**config.mk**
```make
export PLATFORM = sky130hd
export DESIGN_NAME = thermistor_averaging_temperature
export DESIGN_NICKNAME = d
export VERILOG_FILES = /design/src/rtl/thermistor_pkg.sv /design/src/rtl/thermistor_averaging_temperature.sv /design/src/rtl/thermistor_ctrl.sv /design/src/rtl/thermistor_dp.sv
export SDC_FILE = /design/constraint.sdc
export NUM_CORES = 2
export LEC_CHECK = 0
export ABC_AREA = 1
export BUFFER_PORTS_ARGS = -buffer_cell sky130_fd_sc_hd__buf_2
export CELL_PAD_IN_SITES_DETAIL_PLACEMENT = 1
export CELL_PAD_IN_SITES_GLOBAL_PLACEMENT = 1
export CORE_MARGIN = 1.5
export CORE_UTILIZATION = 31
export DETAILED_ROUTE_END_ITERATION = 12
export PLACE_DENSITY_LB_ADDON = 0.1
export RECOVER_POWER = 100
export SLEW_MARGIN = 0
export SYNTH_ARGS = -nofsm -noshare
export SYNTH_HDL_FRONTEND = slang
export SYNTH_SLANG_ARGS = --single-unit
export TNS_END_PERCENT = 100
```
**constraint.sdc**
```tcl
create_clock -name clk_i -period 12.9 [get_ports clk_i]
set_input_delay 1.29 -clock clk_i [delete_from_list [all_inputs] [get_ports clk_i]]
set_output_delay 1.29 -clock clk_i [all_outputs]
set_load 0.02 [all_outputs]
```
**src/rtl/thermistor_pkg.sv**
```systemverilog
// Shared types, constants and the resistance table of the thermistor block.
`timescale 1ns / 1ps
`default_nettype none
package thermistor_pkg;

  localparam int unsigned SeriesW = 20;
  localparam logic [SeriesW-1:0] SeriesReset = 20'd10000;
  localparam int unsigned TableN = 37;
  localparam int unsigned IdxW = 6;
  localparam logic signed [7:0] TempCold = -8'sd55;
  localparam logic signed [7:0] TempHot = 8'sd125;

  // Averaging ring depth; the mean is taken by a shift, so it stays a power of two.
  localparam int unsigned AvgDepth = 16;
  localparam int unsigned AvgLog2 = 4;

  // Controller states.
  typedef enum logic [2:0] {
    ST_IDLE,
    ST_RING,
    ST_SEARCH,
    ST_DIVIDE,
    ST_DONE
  } state_e;

  // Commands from controller to datapath.
  typedef struct packed {
    logic load;
    logic ring;
    logic step;
    logic div_start;
    logic div_step;
    logic finish;
  } cmd_t;

  // Status from datapath to controller.
  typedef struct packed {
    logic search_done;
    logic div_done;
  } status_t;

  // Resistance in ohms of table entry k (5 degree steps from -55 C).
  function automatic logic [19:0] table_ohms(input logic [IdxW-1:0] k);
    logic [19:0] r;
    case (k)
      6'd0: r = 20'd772850; 6'd1: r = 20'd549380; 6'd2: r = 20'd395070;
      6'd3: r = 20'd287220; 6'd4: r = 20'd210990; 6'd5: r = 20'd156520;
      6'd6: r = 20'd117150; 6'd7: r = 20'd88541; 6'd8: r = 20'd67433;
      6'd9: r = 20'd51815; 6'd10: r = 20'd40099; 6'd11: r = 20'd31283;
      6'd12: r = 20'd24569; 6'd13: r = 20'd19438; 6'd14: r = 20'd15475;
      6'd15: r = 20'd12403; 6'd16: r = 20'd10000; 6'd17: r = 20'd8110;
      6'd18: r = 20'd6615; 6'd19: r = 20'd5425; 6'd20: r = 20'd4472;
      6'd21: r = 20'd3707; 6'd22: r = 20'd3087; 6'd23: r = 20'd2583;
      6'd24: r = 20'd2171; 6'd25: r = 20'd1832; 6'd26: r = 20'd1554;
      6'd27: r = 20'd1322; 6'd28: r = 20'd1130; 6'd29: r = 20'd969;
      6'd30: r = 20'd835; 6'd31: r = 20'd721; 6'd32: r = 20'd623;
      6'd33: r = 20'd544; 6'd34: r = 20'd475; 6'd35: r = 20'd416;
      6'd36: r = 20'd365;
      default: r = 20'd365;
    endcase
    return r;
  endfunction

endpackage
`default_nettype wire

```
**src/rtl/thermistor_averaging_temperature.sv**
```systemverilog
// Top level of the thermistor averaging temperature block.
// Usage: one 12-bit ADC sample is offered on sample_i with in_valid_i and
// in_ready_o; a beat is taken when both are high. Each sample yields one result
// beat (temperature_o, mean_sample_o, below_range_o, above_range_o) on
// out_valid_o / out_ready_i. The 16-sample mean is turned into a divider
// resistance ratio, bracketed in the 37-entry table and interpolated.
// From the input beat to a valid result the steps are: the ring update and
// operand set-up, the serial table search at one entry per cycle, the start of
// the quotient, and the quotient steps, which a clamped result skips. Items are
// handled one at a time; the next sample can be taken in the cycle after the
// result beat leaves. While a result waits on a stalled receiver no new sample
// is taken. Reset empties the averaging ring and sets series resistance to
// 10000 ohms; the first sample afterwards fills the whole ring.
// The user must write series_resistance over APB at address 0 only while the
// block is idle; the block itself does not enforce this.
`timescale 1ns / 1ps
`default_nettype none
module thermistor_averaging_temperature (
  input  wire logic              clk_i,
  input  wire logic              rst_ni,
  input  wire logic              in_valid_i,
  output logic                   in_ready_o,
  input  wire logic [11:0]       sample_i,
  output logic                   out_valid_o,
  input  wire logic              out_ready_i,
  output logic signed [7:0]      temperature_o,
  output logic [11:0]            mean_sample_o,
  output logic                   below_range_o,
  output logic                   above_range_o,
  input  wire logic              psel,
  input  wire logic              penable,
  input  wire logic              pwrite,
  input  wire logic [1:0]        paddr,
  input  wire logic [31:0]       pwdata,
  output logic [31:0]            prdata,
  output logic                   pready
);

  thermistor_pkg::cmd_t    cmd;
  thermistor_pkg::status_t sts;
  logic [19:0] series_q;

  // Configuration register.
  assign pready = 1'b1;
  assign prdata = (paddr == 2'd0) ? {12'd0, series_q} : 32'd0;
  always_ff @(posedge clk_i or negedge rst_ni) begin
    if (!rst_ni) begin
      series_q <= thermistor_pkg::SeriesReset;
    end else if (psel && penable && pwrite && paddr == 2'd0) begin
      series_q <= pwdata[19:0];
    end
  end

  thermistor_ctrl u_ctrl (
    .clk_i, .rst_ni, .in_valid_i, .in_ready_o, .out_ready_i, .out_valid_o,
    .sts_i(sts), .cmd_o(cmd)
  );

  thermistor_dp u_dp (
    .clk_i, .rst_ni, .cmd_i(cmd), .sts_o(sts), .sample_i, .series_i(series_q),
    .temperature_o, .mean_sample_o, .below_range_o, .above_range_o
  );

endmodule
`default_nettype wire

```
**src/rtl/thermistor_ctrl.sv**
```systemverilog
// Sequencing state machine of the thermistor block.
`timescale 1ns / 1ps
`default_nettype none
module thermistor_ctrl (
  input  wire logic                   clk_i,
  input  wire logic                   rst_ni,
  input  wire logic                   in_valid_i,
  output logic                        in_ready_o,
  input  wire logic                   out_ready_i,
  output logic                        out_valid_o,
  input  wire thermistor_pkg::status_t sts_i,
  output thermistor_pkg::cmd_t        cmd_o
);

  thermistor_pkg::state_e state_q, state_d;

  // Next state.
  always_comb begin
    state_d = state_q;
    case (state_q)
      thermistor_pkg::ST_IDLE:   if (in_valid_i) state_d = thermistor_pkg::ST_RING;
      thermistor_pkg::ST_RING:   state_d = thermistor_pkg::ST_SEARCH;
      thermistor_pkg::ST_SEARCH: if (sts_i.search_done) state_d = thermistor_pkg::ST_DIVIDE;
      thermistor_pkg::ST_DIVIDE: if (sts_i.div_done) state_d = thermistor_pkg::ST_DONE;
      thermistor_pkg::ST_DONE:   if (out_ready_i) state_d = thermistor_pkg::ST_IDLE;
      default:                   state_d = thermistor_pkg::ST_IDLE;
    endcase
  end

  // Outputs.
  always_comb begin
    cmd_o = '0;
    in_ready_o = 1'b0;
    out_valid_o = 1'b0;
    case (state_q)
      thermistor_pkg::ST_IDLE: begin
        in_ready_o = 1'b1;
        cmd_o.load = in_valid_i;
      end
      thermistor_pkg::ST_RING: begin
        cmd_o.ring = 1'b1;
      end
      thermistor_pkg::ST_SEARCH: begin
        cmd_o.step = 1'b1;
        cmd_o.div_start = sts_i.search_done;
      end
      thermistor_pkg::ST_DIVIDE: begin
        cmd_o.div_step = 1'b1;
        cmd_o.finish = sts_i.div_done;
      end
      thermistor_pkg::ST_DONE: begin
        out_valid_o = 1'b1;
      end
      default: begin
        cmd_o = '0;
      end
    endcase
  end

  // State register.
  always_ff @(posedge clk_i or negedge rst_ni) begin
    if (!rst_ni) begin
      state_q <= thermistor_pkg::ST_IDLE;
    end else begin
      state_q <= state_d;
    end
  end

endmodule
`default_nettype wire

```
**src/rtl/thermistor_dp.sv**
```systemverilog
// Datapath: sample ring, mean, table search and interpolation divider.
`timescale 1ns / 1ps
`default_nettype none
module thermistor_dp (
  input  wire logic                    clk_i,
  input  wire logic                    rst_ni,
  input  wire thermistor_pkg::cmd_t    cmd_i,
  output thermistor_pkg::status_t      sts_o,
  input  wire logic [11:0]             sample_i,
  input  wire logic [19:0]             series_i,
  output logic signed [7:0]            temperature_o,
  output logic [11:0]                  mean_sample_o,
  output logic                         below_range_o,
  output logic                         above_range_o
);

  localparam int unsigned PtrW = thermistor_pkg::AvgLog2;
  localparam int unsigned SumW = 12 + thermistor_pkg::AvgLog2;
  localparam logic [PtrW:0] LastPtr = (PtrW + 1)'(thermistor_pkg::AvgDepth - 1);

  // Ring memory and running sum.
  logic [11:0]     ring_mem [thermistor_pkg::AvgDepth];
  logic [11:0]     old_q, smp_q;
  logic [PtrW-1:0] ptr_q;
  logic [SumW-1:0] sum_q;
  logic            primed_q;

  always_ff @(posedge clk_i) begin
    if (cmd_i.load) begin
      old_q <= ring_mem[ptr_q];
      smp_q <= sample_i;
    end
    if (cmd_i.ring) begin
      ring_mem[ptr_q] <= smp_q;
    end
  end

  // The first sample stands for the whole ring until each slot is written once.
  logic [PtrW:0] fill_q;
  logic [11:0] smp_q0_q;
  logic [SumW-1:0] sum_next;
  always_comb begin
    if (!primed_q) sum_next = SumW'(smp_q) << thermistor_pkg::AvgLog2;
    else sum_next = sum_q - SumW'(fill_q <= LastPtr ? smp_q0_q : old_q) + SumW'(smp_q);
  end

  always_ff @(posedge clk_i or negedge rst_ni) begin
    if (!rst_ni) begin
      ptr_q <= '0;
      sum_q <= '0;
      primed_q <= 1'b0;
      fill_q <= '0;
      smp_q0_q <= '0;
    end else if (cmd_i.ring) begin
      sum_q <= sum_next;
      primed_q <= 1'b1;
      if (!primed_q) smp_q0_q <= smp_q;
      if (fill_q <= LastPtr) fill_q <= fill_q + 1'b1;
      ptr_q <= (ptr_q == LastPtr[PtrW-1:0]) ? '0 : ptr_q + 1'b1;
    end
  end

  // Mean: the ring depth is a power of two, so the sum is simply shifted.
  logic [11:0] avg;
  assign avg = sum_q[SumW-1:thermistor_pkg::AvgLog2];

  // Resistance comparison by cross products: top = series*avg, rest = 4095-avg.
  logic [31:0] top_q;
  logic [11:0] rest_q;
  logic [11:0] avg_q;
  logic [thermistor_pkg::IdxW-1:0] k_q;
  logic [1:0] phase_q;
  logic [31:0] prod;
  logic        full_q;
  assign prod = 32'(thermistor_pkg::table_ohms(k_q)) * 32'(rest_q);

  logic srch_done_q;
  logic below_q, above_q;
  assign sts_o.search_done = srch_done_q;

  // Divider registers.
  logic [35:0] num_q, rem_q;
  logic [31:0] den_q;
  logic [5:0]  dcnt_q;
  logic [2:0]  quo_q;
  logic signed [7:0] tbase_q;
  assign sts_o.div_done = (dcnt_q == 6'd0);

  always_ff @(posedge clk_i or negedge rst_ni) begin
    if (!rst_ni) begin
      phase_q <= '0;
      srch_done_q <= 1'b0;
      k_q <= '0;
      dcnt_q <= '0;
      avg_q <= '0;
      top_q <= '0;
      rest_q <= '0;
      full_q <= 1'b0;
      below_q <= 1'b0;
      above_q <= 1'b0;
    end else begin
      if (cmd_i.ring) begin
        phase_q <= 2'd0;
        srch_done_q <= 1'b0;
        k_q <= '0;
      end else if (cmd_i.step && !srch_done_q) begin
        case (phase_q)
          2'd0: begin
            avg_q <= avg;
            top_q <= 32'(series_i) * 32'(avg);
            rest_q <= 12'd4095 - avg;
            full_q <= (avg == 12'd4095);
            phase_q <= 2'd1;
          end
          2'd1: begin
            // Coldest entry: a full-scale mean or a resistance at or above it.
            above_q <= 1'b0;
            below_q <= full_q || top_q >= prod;
            if (full_q || top_q >= prod) begin
              srch_done_q <= 1'b1;
            end else begin
              k_q <= k_q + 1'b1;
              phase_q <= 2'd2;
            end
          end
          default: begin
            if (top_q > prod) begin
              srch_done_q <= 1'b1;
            end else if (k_q == 6'(thermistor_pkg::TableN - 1)) begin
              above_q <= 1'b1;
              srch_done_q <= 1'b1;
            end else begin
              k_q <= k_q + 1'b1;
            end
          end
        endcase
      end
      // Divider start: num = 5*(R_{k-1}*rest - top), den = (R_{k-1}-R_k)*rest.
      if (cmd_i.div_start) begin
        if (below_q || above_q) dcnt_q <= 6'd0;
        else dcnt_q <= 6'd4;
      end else if (cmd_i.div_step && dcnt_q != 6'd0) begin
        dcnt_q <= dcnt_q - 1'b1;
      end
    end
  end

  // Interpolation operands and shift-subtract quotient (quotient below 5, 3 bits).
  logic [31:0] hi_prod_q, lo_prod_q;
  always_ff @(posedge clk_i) begin
    if (cmd_i.step) begin
      hi_prod_q <= prod;
      lo_prod_q <= hi_prod_q;
    end
    if (cmd_i.div_start) begin
      den_q <= lo_prod_q - prod;
      num_q <= 36'(lo_prod_q - top_q) * 36'd5;
      rem_q <= '0;
      quo_q <= '0;
      tbase_q <= 8'(-55 + 5 * int'(k_q) - 5);
    end else if (cmd_i.div_step && dcnt_q != 6'd0) begin
      if (dcnt_q == 6'd4) begin
        rem_q <= num_q;
      end else begin
        // Restoring steps over quotient bits 2..0 with remainder scaled by den.
        if ({4'd0, rem_q} >= ({5'd0, den_q} << (dcnt_q - 6'd1))) begin
          rem_q <= rem_q - 36'({4'd0, den_q} << (dcnt_q - 6'd1));
          quo_q[2'(dcnt_q - 6'd1)] <= 1'b1;
        end
      end
    end
  end

  // Result registers.
  always_ff @(posedge clk_i) begin
    if (cmd_i.finish) begin
      mean_sample_o <= avg_q;
      below_range_o <= below_q;
      above_range_o <= above_q;
      if (below_q) temperature_o <= thermistor_pkg::TempCold;
      else if (above_q) temperature_o <= thermistor_pkg::TempHot;
      else if (tbase_q >= 0 || rem_q == '0) temperature_o <= tbase_q + 8'(quo_q);
      else temperature_o <= tbase_q + 8'(quo_q) + 8'sd1;
    end
  end

endmodule
`default_nettype wire
```
==> impl_metrics.tcl <==
set metrics [dict create \
    die-area_mm2 0.157 \
    synth.area.top_cells "edfxtp_1, fa_1, ha_1" \
    holdBufCountCts 0 \
    synth_xor_area_share_pct 3.24 \
    reg2reg_depth 40 \
    min_path_type "reg2reg" \
    maxSlewHeadroom_pct -150 \
    cts_buffers 72 \
    rows 144 \
    reg2reg_from "u_dp.k_q[0]" \
    cts_tree "done" \
    place_congestion 0.870 \
    crit_path_start_kind "flop" \
    fin_crit_sh_pct 84.9 \
    grt_max_degree 78 \
    worstPathRequired_ps 13450 \
    synth_top_area_cell "edfxtp_1" \
    synth_fa_ha_area_share_pct 25.9 \
    dp_slack_ps 2530 \
    max-clock-path-buffers 3 \
    cp-startpoint "u_dp.k_q[0]" \
    crit_path_top_delay_cell "dfrtp_1" \
    synth_top_family_by_area "adder cells" \
    cts_root_buf "clkbuf_16" \
    fill_cells 18300 \
    dr.pass1.iters 5 \
    synth-edff-count 378 \
    synth_top_flop_cell "edfxtp_1" \
    drt_iter0_drc 1759 \
    worst_pin_slew_ps 3750 \
    r2r-end "u_dp.k_q[5]" \
    yosys.area_share.simple_pct 17.3 \
    drc 0 \
    ys_types 66 \
    initial_utilization_pct 31.2 \
    criticalPathCategory "reg2reg" \
    syn_to_final_growth_pct 10.0 \
    critPathMaxFanout 13 \
    num_vias 38200 \
    finalCoreUtilization_pct 34.3 \
    cp-endpoint "u_dp.k_q[5]" \
    crit_arrival_ps 11500 \
    synthCells 5729 \
    portBuffers 84 \
    syn_area_per_cell_um2 8.37 \
    coreArea_mm2 0.154 \
    ys_ff_latch 552 \
    cts_setup_buffers 0 \
    grt_pass1_wl_mm 249 \
    synth-compound-area-share_pct 11.6 \
    pin_count 110 \
    hold_viol_final 0 \
    ff2ff_setup_slack_ps 1950 \
    final.setup.tns_ps 0 \
    cts_resized 0 \
    setup_viol 0 \
    async_flop_share_pct 24.5 \
    muxShareOfSynthArea_pct 0.188 \
    drive_gt1_share_pct 3.70 \
    clk_pin_slew_ps 60 \
    track_usage_pct 20.5 \
    grt_pass1_vias 41100 \
    synth_area_mm2 0.0480 \
    seqCellArea_mm2 0.0155 \
    cpMostUsedCell "nand2_1" \
    slowest_delay_ps 700 \
    die_w_um 396 \
    finalNetCount 6578 \
    layout_setup_ws_ps 1950 \
    status "finished with violations" \
    routedWlPerCell_um 20.3 \
    wirelength_mm 159 \
    rsz0062_at_grt "no" \
    multi_input_area_mm2 0.0280 \
    violations "max-capacitance violations, max-slew violations" \
    cts_max_level 3 \
    dp_hpwl_mm 124 \
    overflow 0 \
    synth.yosys.seq_area_share_pct 32.3 \
    finalCriticalPeriod_ps 10950 \
    clock-sinks 552 \
    max_freq_ghz 0.0913 \
    critPathCaptureType "flop" \
    finalClockSkew_ps 67.9 \
    report.final.slew_viol_count 740 \
    synth.top_cell.area_share_pct 23.7 \
    diodes 0 \
    hold_path_startpoint "u_dp.hi_prod_q[22]" \
    synth_warnings 0 \
    vias_per_cell 4.86 \
    maxCapViolCount 20 \
    die_y_um 396 \
    ant_nets 0 \
    worstSkewPairLatency_ps 710 \
    antenna_found_initial 2 \
]
-- placed cells by master, fill, tap and decap left out, drive strengths merged, types with 130 or more instances in the layout --
master,synthesis,layout
a21oi,315,315
clkbuf,160,173
dfrtp,130,130
edfxtp,378,378
fa,378,378
ha,388,388
inv,955,957
nand2,1197,1197
nand3,153,153
nor2,561,561
o21ai,416,416
-- through the flow --
step / hold WS [ps] / cell area, um^2 / instances
floorplan: 400 / 48000 / 5740
global placement: 401 / 50700 / 7729
detailed placement: 405 / 50700 / 7729
CTS: 391 / 53000 / 7861
global route: 418 / 52800 / 7861
finish: 396 / 52800 / 7861
-- kinds of logic (layout without fill, tap and decap cells) --
kind of cell | count (synthesis) | in the layout
simple gates | 2058 | 2058
buf+inv | 1174 | 1251
compound gates | 992 | 992
fa+ha+maj | 766 | 766
flops | 552 | 552
xor+xnor | 176 | 176
mux | 9 | 9
other cells | 2 | 13
-- critical path, delay by kind of cell (launching register included) --
family | cells | cell delay (ps)
compound gates | 10 | 2970
buf+inv | 7 | 1100
fa+ha+maj | 8 | 3540
flops | 1 | 700
xor+xnor | 1 | 300
simple gates | 14 | 2220
-- registers in the layout, indices dropped and copies added (netlist names), 4 cells and up --
name / flops
u_dp.mean_sample_o: 12
series_q: 20
u_dp.tbase_q: 8
u_dp.ring_mem: 192
u_dp.dcnt_q: 6
u_dp.ptr_q: 4
u_dp.avg_q: 12
u_dp.temperature_o: 8
u_dp.hi_prod_q: 32
u_dp.k_q: 6
u_dp.rem_q: 36
u_dp.old_q: 12
u_dp.sum_q: 16
u_dp.smp_q: 12
u_dp.smp_q0_q: 12
u_dp.fill_q: 5
u_dp.rest_q: 12
u_dp.lo_prod_q: 32
u_dp.den_q: 32
u_dp.num_q: 36
u_dp.top_q: 32
-- per-layer routing --
layer | up-vias | global-route usage [%] | part of all wire [%] | routed length [um]
li1 | 18600 | - | - | -
met1 | 19100 | 27.5 | 47 | 75200
met2 | 380 | 35.8 | 49 | 77900
met3 | 134 | 1.83 | 2.0 | 3150
met4 | 0 | 4.63 | 1.9 | 3090
met5 | - | 0 | 0 | 0
-- Yosys cell counts, drive strengths merged (18+ instances only) --
cell       n
a21boi    24
a21oi    315
a31oi     37
buf       46
clkbuf   160
dfrtp    130
dfxtp     39
edfxtp   378
fa       378
ha       388
inv      955
nand2   1197
nand3    153
nand4     69
nor2     561
nor3      36
o21a      27
o21ai    416
o21bai    32
o22ai     59
or2       18
xnor2     76
xor2     100
-- area by class of cell --
class	count	share of cell area, %
tap	2044	4.85
clock inverter	34	0.742
sequential	552	29.4
clock buffer	98	3.67
multi-input combinational	4014	53.0
inverter	968	6.89
timing repair buffer	151	1.43
-- worst min-delay path by stage --
stage                                    end  slack [ps]  cells past startpoint
after global routing      u_dp.lo_prod_q[15]         420                      0
after floorplan            u_dp.lo_prod_q[0]         400                      0
final                     u_dp.lo_prod_q[22]         400                      0
after global placement    u_dp.lo_prod_q[25]         400                      0
after detailed placement  u_dp.lo_prod_q[15]         410                      0
after CTS                 u_dp.lo_prod_q[22]         390                      0
Power is not shown: default switching activity piles up to over one toggle a cycle in this logic, so the estimate is an artifact.
